$ cat src/pajr_pkg.sv
package pajr_pkg;

	localparam int PHASE_W = 32;
	localparam int CORDIC_W = 34;
	localparam int TRIG_W = 32;
	localparam int ATAN_N = 24;
	localparam logic signed [CORDIC_W-1:0] GAIN_Q30 = 34'sd652032874;

	localparam logic [31:0] ATAN_TURN [ATAN_N] = '{
		32'h20000000, 32'h12E4051E, 32'h09FB385B, 32'h051111D4, 32'h028B0D43, 32'h0145D7E1,
		32'h00A2F61E, 32'h00517C55, 32'h0028BE53, 32'h00145F2F, 32'h000A2F98, 32'h000517CC,
		32'h00028BE6, 32'h000145F3, 32'h0000A2FA, 32'h0000517D, 32'h000028BE, 32'h0000145F,
		32'h00000A30, 32'h00000518, 32'h0000028C, 32'h00000146, 32'h000000A3, 32'h00000051
	};

	// Divider formats: numerator is a Q46 sum, denominator a link length times a sine.
	localparam int NUM_W = 65;
	localparam int DEN_W = 54;
	localparam int QB = 42;
	localparam int FRAC = 16;
	localparam int PRE_SHIFT = QB - FRAC;
	localparam int MAG_W = 41;
	localparam int QUO_W = MAG_W + 1;
	localparam logic [QB-1:0] RATE_LIM = 42'h100_0000_0000;

	localparam int LEN_W = 21;
	localparam int OFS_W = 22;
	localparam int CFG_W = 22;
	localparam int IDX_W = 2;

	localparam logic [IDX_W-1:0] REG_FIRST_LINK = 2'd0;
	localparam logic [IDX_W-1:0] REG_SECOND_LINK = 2'd1;
	localparam logic [IDX_W-1:0] REG_BASE_HEIGHT = 2'd2;
	localparam logic [IDX_W-1:0] REG_TOOL_DROP = 2'd3;

	localparam logic [LEN_W-1:0] FIRST_LINK_RST = 21'd32768;
	localparam logic [LEN_W-1:0] SECOND_LINK_RST = 21'd32768;
	localparam logic [OFS_W-1:0] BASE_HEIGHT_RST = 22'd11403;
	localparam logic [OFS_W-1:0] TOOL_DROP_RST = 22'd37506;

	function automatic logic signed [31:0] sat32(input logic signed [47:0] v);
		if (v > 48'sd2147483647) begin
			return 32'sh7FFF_FFFF;
		end else if (v < -48'sd2147483648) begin
			return 32'sh8000_0000;
		end else begin
			return v[31:0];
		end
	endfunction

endpackage

$ cat src/pajr_pipe.sv
module pajr_pipe import pajr_pkg::*; #(
	parameter int W = 8,
	parameter int DEPTH = 1
) (
	input logic clk,
	input logic arst_n,
	input logic en,
	input logic in_valid,
	input logic [W-1:0] in_data,
	output logic out_valid,
	output logic [W-1:0] out_data
);

	logic vld_s [DEPTH];
	logic [W-1:0] dat_s [DEPTH];

	for (genvar i = 0; i < DEPTH; i++) begin : g_stage
		always_ff @(posedge clk or negedge arst_n) begin
			if (!arst_n) begin
				vld_s[i] <= 1'b0;
			end else if (en) begin
				vld_s[i] <= (i == 0) ? in_valid : vld_s[(i == 0) ? 0 : i-1];
			end
		end

		always_ff @(posedge clk) begin
			if (en) begin
				dat_s[i] <= (i == 0) ? in_data : dat_s[(i == 0) ? 0 : i-1];
			end
		end
	end

	assign out_valid = vld_s[DEPTH-1];
	assign out_data = dat_s[DEPTH-1];

endmodule

$ cat config.mk
export PLATFORM = sky130hd
export DESIGN_NAME = pajr_pipe
export DESIGN_NICKNAME = d
export VERILOG_FILES = /design/src/pajr_pkg.sv /design/src/pajr_pipe.sv
export SDC_FILE = /design/constraint.sdc
export NUM_CORES = 1
export LEC_CHECK = 0
export ABC_AREA = 1
export BUFFER_PORTS_ARGS = -buffer_cell sky130_fd_sc_hd__buf_2
export CAP_MARGIN = 20
export CORE_AREA = 2 2 39 41
export CTS_CLUSTER_DIAMETER = 80
export DETAILED_ROUTE_END_ITERATION = 8
export DIE_AREA = 0 0 41 43
export PLACE_DENSITY = 0.48
export SETUP_SLACK_MARGIN = 0.4
export SLEW_MARGIN = 40
export SYNTH_ARGS = -nofsm -noshare
export SYNTH_HDL_FRONTEND = slang
export SYNTH_SLANG_ARGS = --single-unit
$ cat constraint.sdc
create_clock -name clk -period 1.01 [get_ports clk]
set_clock_uncertainty 0.15 [all_clocks]
set_input_delay 0.101 -clock clk [delete_from_list [all_inputs] [get_ports clk]]
set_output_delay 0.101 -clock clk [all_outputs]
set_load 0.01 [all_outputs]
# Word-level counts from Yosys, hierarchy flattened

Memories as Yosys holds them, arrays and structs flattened.
Index checks and enable logic that the tools add are counted.
W data, S select, Z words.

Flip-flop bits (word level): 1
Bits in latches: 0
Memory bits (writable): 8
Bits in read-only memories: 0
Input port bits: 12
Output and inout bits: 9
Word-level logic and storage cells: 4
Memories: 1

Memory list:

| name  | depth | bits a word | read ports | clocked after memory_dff | write ports | line            | source |
|---|---|---|---|---|---|---|---|
| dat_s | 1     | 8           | 1          | 0                        | 1           | pajr_pipe.sv:15 | `logic [W-1:0] dat_s [DEPTH];` |

Add/subtract/negate cells: 0
Multipliers: 0
Div/mod/pow operators: 0
Magnitude comparators: 0
Eq/ne operators: 0
Shifts and indexed selects: 0
Mux-type cells: 2
Bitwise operators: 0
Reduce and logical (&&, ||, !) cells: 0

Operators with widths:

| kind    | number |
|---|---|
| $mux W1 | 2 |

# Longest topological paths before layout

Word-level depth: 2
Mapped depth: 3
Gate-level depth less buffers: 3

# Least setup slack after synthesis

Ideal clock, no wire load.

Path type: reg-to-reg
Start: register, netlist name out_valid
End: register vld_s, in the netlist out_valid
Setup time: 0.117 ns
Arrival: 0.499 ns
Required time: 0.743 ns
Setup slack: 0.245 ns
Cell stages (with the launch flop): 3
Buffers on the path: 0
Period minus slack after synthesis: 0.765 ns
Cells stage by stage: dfrtp_1 nand2_1 nand2_1

RTL lines:

| what                            | line            | source |
|---|---|---|
| to (signal, indexed assignment) | pajr_pipe.sv:22 | `vld_s[i] <= (i == 0) ? in_valid : vld_s[(i == 0) ? 0 : i-1];` |
| to (decl)                       | pajr_pipe.sv:14 | `logic vld_s [DEPTH];` |

# Final worst setup path

Start: register vld_s, in the netlist out_valid
End: output out_valid

RTL lines:

| what      | line            | source |
|---|---|---|
| to (decl) | pajr_pipe.sv:10 | `output logic out_valid,` |

No word-level cell between the ends.

==> reports/metrics.yaml <==
syn_inst: 13
avgSynthCellArea_um2: 21.56
syn_nets: 25
placed_area_um2: 400.4
ctsResizeCount: 0
p_per_area_mw_per_mm2: 1814
fillers: 144
first_pass_iters: 2
finalSetupViolCount: 2
tritoncts.num_buffers: 3
fmax_mhz: 976.1
violations: "negative hold slack, negative setup slack"
path_cells: "buf_2"
cts_root_buffer: "clkbuf_4"
antenna_cells: 0
netlist_area_um2: 280.3
vias_per_cell: 3.630
setup_slack_ns: -0.01448
power_mw: 0.7919
worstPathRequired_ns: 0.76
cts_tree: "done"
pre_cts_ws_ns: 0.2260
die_h_um: 43
max-slew-margin-rel: 0.8588
drc: 0
status: "finished with violations"
rows: 14
cts_setup_buffers: 0
syn2layout_area_growth_pct: 55.80
clock_latency_ns: 0.25
hold_class: "input port to flop"
timing.final.crit_share: 1.014
path_class: "flop to output pin"
crit_arrival_ns: 0.77
drt_iter0_drc: 9
tns_ns: -0.02585
antenna_found_initial: 0
grt_first_pass_wirelength_um: 759
grt_pass1_vias: 184
ant_nets: 0
crit_buf_inv: 1
crit_fanout: 2
die_w_um: 41
leakagePower_nw: 0.2027
start_util: 0.2025
worst_path_max_delay_cell: "dfrtp_1"
routed_wl_um: 521
slew_violations: 0
coreArea_mm2: 0.001384
dieArea_mm2: 0.001763
gp_congestion: 0.6410
vias: 196
synth_warnings: 0
crit_family: "flip-flops"
tightest_slew_ns: 0.2119
layout_commonest_cell: "buf_2"
grt_usage: 0.07034
clock_sinks: 9
grt_max_degree: 11
globalRouteOverflowTotal: 0
drt-wirelength-per-cell_um: 9.648
clk_pin_slew_ns: 0.06
ys_ff_latch: 9
hold_viol: 9
synth_seq_area_share: 0.9464
htreeDepth: 1
pin_count: 21
place.port_buffers: 20
peakVddDrop_mv: 0.6565
crit_path_end_kind: "output pin"
maxCapViolCount: 0
drive_gt1_frac: 0.6053
final_area_um2: 436.7
start_kind: "flop"
mostFrequentLayoutCells: "buf_2, edfxtp_1, nand2_1, clkbuf_4"
ys_types: 4
ctsHoldBuffers: 1
clk_path_buf_depth: 2
finalCriticalPeriod_ns: 1.024
layout.nets: 51
worst_path_largest_cell_delay_ns: 0.38
whs_ns: -0.1290
rsz0062_at_grt: "yes"
## routing by layer
layer | GRT usage | part of all wire
met5 | 0 | 0
met3 | 0.03665 | 0.20
met4 | 0.06000 | 0
met1 | 0.09122 | 0.43
met2 | 0.08125 | 0.37
## metrics by stage
stage               instances    util
floorplan                  13       -
global placement           49  0.2893
detailed placement         49  0.2893
CTS                        54  0.3156
global route               54  0.3156
finish                     54  0.3156
## path summary, 6_finish.rpt
check,startpoint,cells past startpoint,slack (ns),endpoint
worst min register to register,out_valid,2,0.33,out_valid
max in group asynchronous,arst_n,2,0.62,out_valid
worst min-delay path,in_data[4],1,-0.13,dat_s[0][4]
worst max-delay path,out_valid,1,-0.01,out_valid
min in group asynchronous,arst_n,2,0.01,out_valid
worst max register to register,out_valid,2,0.27,out_valid
## cells by family after synthesis
logic type             Yosys count  synth area share
buffers and inverters            1           0.01338
flip-flops                       9            0.9464
AND/OR/NAND/NOR                  3           0.04018
## registers in the layout, indices dropped and copies added (netlist names)
name and cells:
dat_s 8, out_valid 1
## synth_stat cells
cell / count / share of area
edfxtp_1: 8 / 0.86
inv_1: 1 / 0.013
dfrtp_1: 1 / 0.089
nand2_1: 3 / 0.040
## area by class of cell
class                   count  area [um2]  share of cell area
inverters                   1       3.754            0.008596
repair buffers             21       110.1              0.2521
well taps                  16       20.02             0.04585
flip-flops and latches      9       265.3              0.6074
clock buffers               4       26.28             0.06017
multi-input cells           3       11.26             0.02579
## power by group
group          switching (mW)  internal, mW
Sequential            0.00709         0.438
Clock                   0.118         0.152
Combinational          0.0393        0.0377
## what timing repair did
item / in CTS / in global routing
pin swaps: 1 / 1
hold endpoints to repair: 10 / 9
setup endpoints to repair: 10 / 10
(Power assumes the default switching activity.)
