**config.mk**
```make
export PLATFORM = sky130hd
export DESIGN_NAME = pajr_cordic
export DESIGN_NICKNAME = d
export VERILOG_FILES = /design/src/pajr_pkg.sv /design/src/pajr_cordic.sv
export SDC_FILE = /design/constraint.sdc
export NUM_CORES = 2
export LEC_CHECK = 0
export CORE_AREA = 4 4 720 722
export DETAILED_ROUTE_END_ITERATION = 12
export DIE_AREA = 0 0 724 726
export DONT_BUFFER_PORTS = 1
export SETUP_SLACK_MARGIN = 0.2
export SYNTH_ARGS = -nofsm -noshare
export SYNTH_HDL_FRONTEND = slang
export SYNTH_SLANG_ARGS = --single-unit
```
**constraint.sdc**
```tcl
create_clock -name clk -period 7.65 [get_ports clk]
set_clock_uncertainty 0.1 [all_clocks]
set_input_delay 0.3825 -clock clk [delete_from_list [all_inputs] [get_ports clk]]
set_output_delay 0.3825 -clock clk [all_outputs]
set_load 0.02 [all_outputs]
```
**src/pajr_pkg.sv**
```systemverilog
package pajr_pkg;

	localparam int PHASE_W = 32;
	localparam int CORDIC_W = 34;
	localparam int TRIG_W = 32;
	localparam int ATAN_N = 24;
	localparam logic signed [CORDIC_W-1:0] GAIN_Q30 = 34'sd652032874;

	localparam logic [31:0] ATAN_TURN [ATAN_N] = '{
		32'h20000000, 32'h12E4051E, 32'h09FB385B, 32'h051111D4, 32'h028B0D43, 32'h0145D7E1,
		32'h00A2F61E, 32'h00517C55, 32'h0028BE53, 32'h00145F2F, 32'h000A2F98, 32'h000517CC,
		32'h00028BE6, 32'h000145F3, 32'h0000A2FA, 32'h0000517D, 32'h000028BE, 32'h0000145F,
		32'h00000A30, 32'h00000518, 32'h0000028C, 32'h00000146, 32'h000000A3, 32'h00000051
	};

	// Divider formats: numerator is a Q46 sum, denominator a link length times a sine.
	localparam int NUM_W = 65;
	localparam int DEN_W = 54;
	localparam int QB = 42;
	localparam int FRAC = 16;
	localparam int PRE_SHIFT = QB - FRAC;
	localparam int MAG_W = 41;
	localparam int QUO_W = MAG_W + 1;
	localparam logic [QB-1:0] RATE_LIM = 42'h100_0000_0000;

	localparam int LEN_W = 21;
	localparam int OFS_W = 22;
	localparam int CFG_W = 22;
	localparam int IDX_W = 2;

	localparam logic [IDX_W-1:0] REG_FIRST_LINK = 2'd0;
	localparam logic [IDX_W-1:0] REG_SECOND_LINK = 2'd1;
	localparam logic [IDX_W-1:0] REG_BASE_HEIGHT = 2'd2;
	localparam logic [IDX_W-1:0] REG_TOOL_DROP = 2'd3;

	localparam logic [LEN_W-1:0] FIRST_LINK_RST = 21'd32768;
	localparam logic [LEN_W-1:0] SECOND_LINK_RST = 21'd32768;
	localparam logic [OFS_W-1:0] BASE_HEIGHT_RST = 22'd11403;
	localparam logic [OFS_W-1:0] TOOL_DROP_RST = 22'd37506;

	function automatic logic signed [31:0] sat32(input logic signed [47:0] v);
		if (v > 48'sd2147483647) begin
			return 32'sh7FFF_FFFF;
		end else if (v < -48'sd2147483648) begin
			return 32'sh8000_0000;
		end else begin
			return v[31:0];
		end
	endfunction

endpackage

```
**src/pajr_cordic.sv**
```systemverilog
module pajr_cordic import pajr_pkg::*; #(
	parameter int STAGES = 16
) (
	input logic clk,
	input logic en,
	input logic [PHASE_W-1:0] phase,
	output logic signed [TRIG_W-1:0] cos_val,
	output logic signed [TRIG_W-1:0] sin_val
);

	logic signed [CORDIC_W-1:0] x_s [STAGES+1];
	logic signed [CORDIC_W-1:0] y_s [STAGES+1];
	logic signed [CORDIC_W-1:0] z_s [STAGES+1];
	logic flip_s [STAGES+1];
	logic flip;
	logic [PHASE_W-1:0] folded;

	// Second and third quadrants are folded by half a turn and negated at the end.
	assign flip = phase[PHASE_W-1] ^ phase[PHASE_W-2];
	assign folded = phase ^ {flip, {(PHASE_W-1){1'b0}}};

	always_ff @(posedge clk) begin
		if (en) begin
			x_s[0] <= GAIN_Q30;
			y_s[0] <= '0;
			z_s[0] <= CORDIC_W'($signed(folded));
			flip_s[0] <= flip;
		end
	end

	for (genvar i = 0; i < STAGES; i++) begin : g_rot
		always_ff @(posedge clk) begin
			if (en) begin
				flip_s[i+1] <= flip_s[i];
				if (!z_s[i][CORDIC_W-1]) begin
					x_s[i+1] <= x_s[i] - (y_s[i] >>> i);
					y_s[i+1] <= y_s[i] + (x_s[i] >>> i);
					z_s[i+1] <= z_s[i] - $signed({2'b00, ATAN_TURN[i]});
				end else begin
					x_s[i+1] <= x_s[i] + (y_s[i] >>> i);
					y_s[i+1] <= y_s[i] - (x_s[i] >>> i);
					z_s[i+1] <= z_s[i] + $signed({2'b00, ATAN_TURN[i]});
				end
			end
		end
	end

	always_ff @(posedge clk) begin
		if (en) begin
			cos_val <= TRIG_W'(flip_s[STAGES] ? -x_s[STAGES] : x_s[STAGES]);
			sin_val <= TRIG_W'(flip_s[STAGES] ? -y_s[STAGES] : y_s[STAGES]);
		end
	end

endmodule

```
---- Word-level counts from Yosys, hierarchy flattened ----
Memory sizes are Yosys's and may differ from the RTL's.
Index checks and enable logic that the tools add are counted.
word-level totals
  register bits after elaboration ......... 64
  memory bits (writable) .................. 1751
  input port bits ......................... 34
  word-level logic and storage cells ...... 301
  memories kept ........................... 4
memories
  memory  depth  bits a word  read ports  clocked after Yosys merged registers in  wr ports  RTL line           source
  x_s     17     34           17          0                                        17        pajr_cordic.sv:11  logic signed [CORDIC_W-1:0] x_s [STAGES+1];
  y_s     17     34           17          0                                        17        pajr_cordic.sv:12  logic signed [CORDIC_W-1:0] y_s [STAGES+1];
  z_s     17     34           16          0                                        17        pajr_cordic.sv:13  logic signed [CORDIC_W-1:0] z_s [STAGES+1];
  flip_s  17     1            17          0                                        17        pajr_cordic.sv:14  logic flip_s [STAGES+1];
cells by class
  $add $sub $neg .......................... 97
  mux-type cells .......................... 148
  bitwise logic cells ..................... 50
operators with widths
  kind                          count
  2-to-1 mux 34 bit             48
  2-to-1 mux 1 bit              98
  adder 34 x 19 -> 34 bit       2
  adder 34 x 20 -> 34 bit       2
  adder 34 x 21 -> 34 bit       2
  adder 34 x 22 -> 34 bit       2
  adder 34 x 23 -> 34 bit       2
  adder 34 x 24 -> 34 bit       2
  adder 34 x 25 -> 34 bit       2
  adder 34 x 26 -> 34 bit       2
  adder 34 x 27 -> 34 bit       2
  adder 34 x 28 -> 34 bit       2
  adder 34 x 29 -> 34 bit       2
  adder 34 x 30 -> 34 bit       2
  adder 34 x 31 -> 34 bit       2
  adder 34 x 32 -> 34 bit       2
  adder 34 x 33 -> 34 bit       2
  subtractor 34 x 19 -> 34 bit  2
  subtractor 34 x 20 -> 34 bit  2
  subtractor 34 x 21 -> 34 bit  2
  subtractor 34 x 22 -> 34 bit  2
  subtractor 34 x 23 -> 34 bit  2
  subtractor 34 x 24 -> 34 bit  2
  subtractor 34 x 25 -> 34 bit  2
  47 further kinds              105

---- Logic depth before layout (Yosys ltp) ----
  word-level depth ........................ 4
  mapped depth ............................ 22
  depth with buffers taken out ............ 21

---- Worst setup path after synthesis ----
Ideal clock, no wire load.
  path kind ............................... input-to-reg
  start ................................... input en
  end ..................................... memory x_s[5][32] (data pin)
  setup time .............................. 0.259 ns
  arrival time ............................ 4.559 ns
  setup slack ............................. 2.731 ns
  stages .................................. 16
  cell sequence ........................... clkbuf_1 -> nand2_1 -> buf_1 -> o21ai_0 -> fa_1 -> a21o_1 -> a21oi_1 -> o21ai_0 -> o211a_1 -> a2111oi_0 -> o31ai_1 -> a221o_1 -> a21o_1 -> a21boi_0 -> o21ai_0 -> xnor2_1
RTL lines
  what             RTL line           source
  start, declared  pajr_cordic.sv:5   input logic en,
  end, declared    pajr_cordic.sv:11

==> results_dict.tcl <==
set metrics [dict create \
    holdPathStages 2 \
    yosysUniqueCellTypes 83 \
    start_util_pct 24.9 \
    clk_pin_slew_ns 0.06 \
    cts_resized 0 \
    synth-xor-area-share_pct 13.2 \
    clockBufferDepth 4 \
    synth_top_area_cell "edfxtp_1" \
    boundaryPins 98 \
    layout_commonest_cell "edfxtp_1" \
    worstSetupPathType "primary input to flop" \
    hold-path-endpoint "x_s[16][14]$_DFFE_PP_" \
    min_from "en" \
    portBuffers 0 \
    max_slew_margin_pct 12.8 \
    cap_viol_max_count 0 \
    yosys_register_bits 1580 \
    dieWidth_um 724 \
    die-height_um 726 \
    clkSinkCount 1580 \
    grt_pass1_wl_mm 485 \
    rsz0062_at_grt "no" \
    finalSetupViolCount 0 \
    grt_max_degree 276 \
    fin_crit_ns 6.76 \
    start_kind "primary input" \
    r2r-start "y_s[9][14]$_DFFE_PP_" \
    drive_gt1_share_pct 4.20 \
    synth_top_family_by_area "compound AO/OA/AOI/OAI gates" \
    grt.overflow.total 0 \
    grt_pass1_vias 91811 \
    hold_class "primary input to flop" \
    core_area_sq_um 512000 \
    antenna_found_initial 2 \
    grt_usage_pct 11.1 \
    required_ns 8.13 \
    ant_nets 0 \
    gp_routability_congestion 0.904 \
    area_growth_pct 12.0 \
    synth_nets 14501 \
    synth_ff_type "edfxtp_1" \
    nNetsFinal 14683 \
    ys_seq_area_share_pct 37.2 \
    drt_iter0_markers 4715 \
    tightest_slew_ns 1.31 \
    rr_worst_depth 18 \
    synthCells 13030 \
    end_kind "flop" \
    syn_avg_cell_area_sq_um 9.79 \
    vias 94454 \
    fp.dieArea_sq_um 526000 \
    via_per_inst 4.70 \
    final_max_slew_viol_count 0 \
    max_freq_ghz 0.148 \
    r2r_slack_ns 1.59 \
    routed_wl_mm 301 \
    worst_skew_pair.late_latency_ns 0.87 \
    worst_r2r_endpoint "x_s[10][33]$_DFFE_PP_" \
    ys_warn_count 0 \
    synth_fa_ha_area_share_pct 14.4 \
    synth_area_leaders "edfxtp_1 37%, ha_1 14%, xnor2_1 8.9%, a21oi_1 5.1%, xor2_1 4.2%" \
    synthSimpleGateAreaFrac_pct 12.5 \
    hold_violations 0 \
    status "finished clean" \
    placementRows 263 \
    synth_edf_count 1580 \
    post_cts_buffers 0 \
    async_reset_ff_share_pct 0 \
    drt_first_pass_iters 5 \
    synth_compound_area_share_pct 19.6 \
    final_min_period_over_clock_period_pct 88.4 \
    cts_tree "built" \
    crit_fanout 221 \
    numCtsBuffers 177 \
    clock-root-buffer "clkbuf_16" \
    wl_per_cell_um 15.0 \
    hpwl_mm 237 \
    synthMuxAreaShare_pct 0.933 \
    cp.arrival_ns 7.25 \
    tns_ns 0 \
    h-tree-depth 4 \
    synth_top_cell_area_share_pct 37.2 \
    layout_common_cells "1,580 x edfxtp_1, 1,393 x ha_1, 1,305 x a21oi_1, 1,303 x xnor2_1, 960 x nor2_1" \
    netlist_area_sq_um 128000 \
    drc 0 \
]
[timing repair]
action | CTS | global route
endpoints found under the hold margin | 98 | 0
hold buffers | 64 | 0
setup endpoints to repair | 0 | 0
[cells in the mapped netlist (131+ instances only)]
master	number
nand3_1	257
nor3_1	258
nand2b_1	202
nor2b_1	182
xor2_1	613
nand2_1	715
edfxtp_1	1580
clkbuf_1	175
xnor2_1	1303
a21oi_1	1305
nor2_1	960
o31ai_1	153
ha_1	1393
a21o_1	683
o21a_1	182
o21ai_0	730
a31oi_1	131
inv_1	560
o21bai_1	172
[cell type report]
class                           instances  area (sq um)
Tap cell                             6757          8450
Fill cell                           53646        369000
Clock buffer                          204          4530
Clock inverter                        108          1130
Antenna cell                            2          5.00
Timing Repair Buffer                  200          1900
Sequential cell                      1580         47400
Inverter                              572          2150
Multi-Input combinational cell      10681         77200
[critical path, stage by stage]
cell and delay, ns:
buf_16 0.08, buf_16 0.57, buf_16 0.44, buf_16 0.68, buf_16 0.58, nand2_2 0.05
buf_4 0.26, inv_2 0.12, nor2_1 0.05, xor2_1 0.14, ha_1 0.32, a21o_1 0.19
a21oi_1 0.22, nor2b_1 0.09, o31a_1 0.29, o21ai_0 0.35, a31oi_1 0.27, a311o_1 0.41
a21oi_1 0.19, o21bai_1 0.09, a211oi_1 0.23, nor2_1 0.07
[per-stage QoR]
| step | cells | worst slack (ns) | util [%] | instance area (sq um) | hold WS, ns |
|---|---|---|---|---|---|
| global route | 20104 | 0.341 | 27.9 | 143000 | 0.116 |
| finish | 20104 | 0.889 | 27.9 | 143000 | 0.146 |
| CTS | 20101 | 0.968 | 27.9 | 143000 | 0.115 |
| floorplan | 13030 | 2.73 | - | 128000 | 0.300 |
| global placement | 19725 | 0.108 | 26.7 | 136000 | 0.302 |
| detailed placement | 19725 | 0.00825 | 26.7 | 136000 | 0.305 |
[routing by layer]
| layer | vias to the layer above | share of wire [%] | track usage [%] |
|---|---|---|---|
| met5 | - | 0 | 0 |
| li1 | 48872 | - | - |
| met3 | 597 | 2.8 | 1.22 |
| met2 | 1529 | 50 | 20.2 |
| met4 | 0 | 4.0 | 4.19 |
| met1 | 43456 | 43 | 13.2 |
[sequential cells by signal (all words and copies together), names as in the netlist]
signal / cells
sin_val: 32
z_s: 508
cos_val: 32
x_s: 482
y_s: 509
flip_s: 17
[worst max path at each step]
| stage | start | to | cells past startpoint | slack, ns |
|---|---|---|---|---|
| after floorplan | en | x_s[5][32]$_DFFE_PP_ | 16 | 2.73 |
| after global placement | en | y_s[4][30]$_DFFE_PP_ | 23 | 0.11 |
| after detailed placement | en | y_s[4][30]$_DFFE_PP_ | 23 | 0.008 |
| after CTS | en | y_s[4][30]$_DFFE_PP_ | 23 | 0.97 |
| after global routing | en | y_s[4][30]$_DFFE_PP_ | 23 | 0.34 |
| final | en | x_s[3][24]$_DFFE_PP_ | 22 | 0.89 |
[cells by family (layout without fill, tap and decap cells)]
family	after synthesis	after routing
other cells	0	2
flops	1580	1580
compound gates	3951	3951
mux	112	112
simple gates	3264	3264
buf+inv	769	1084
xor+xnor	1917	1917
fa+ha+maj	1437	1437
Power is not shown: default switching activity piles up to over one toggle a cycle in this logic, so the estimate is an artifact.
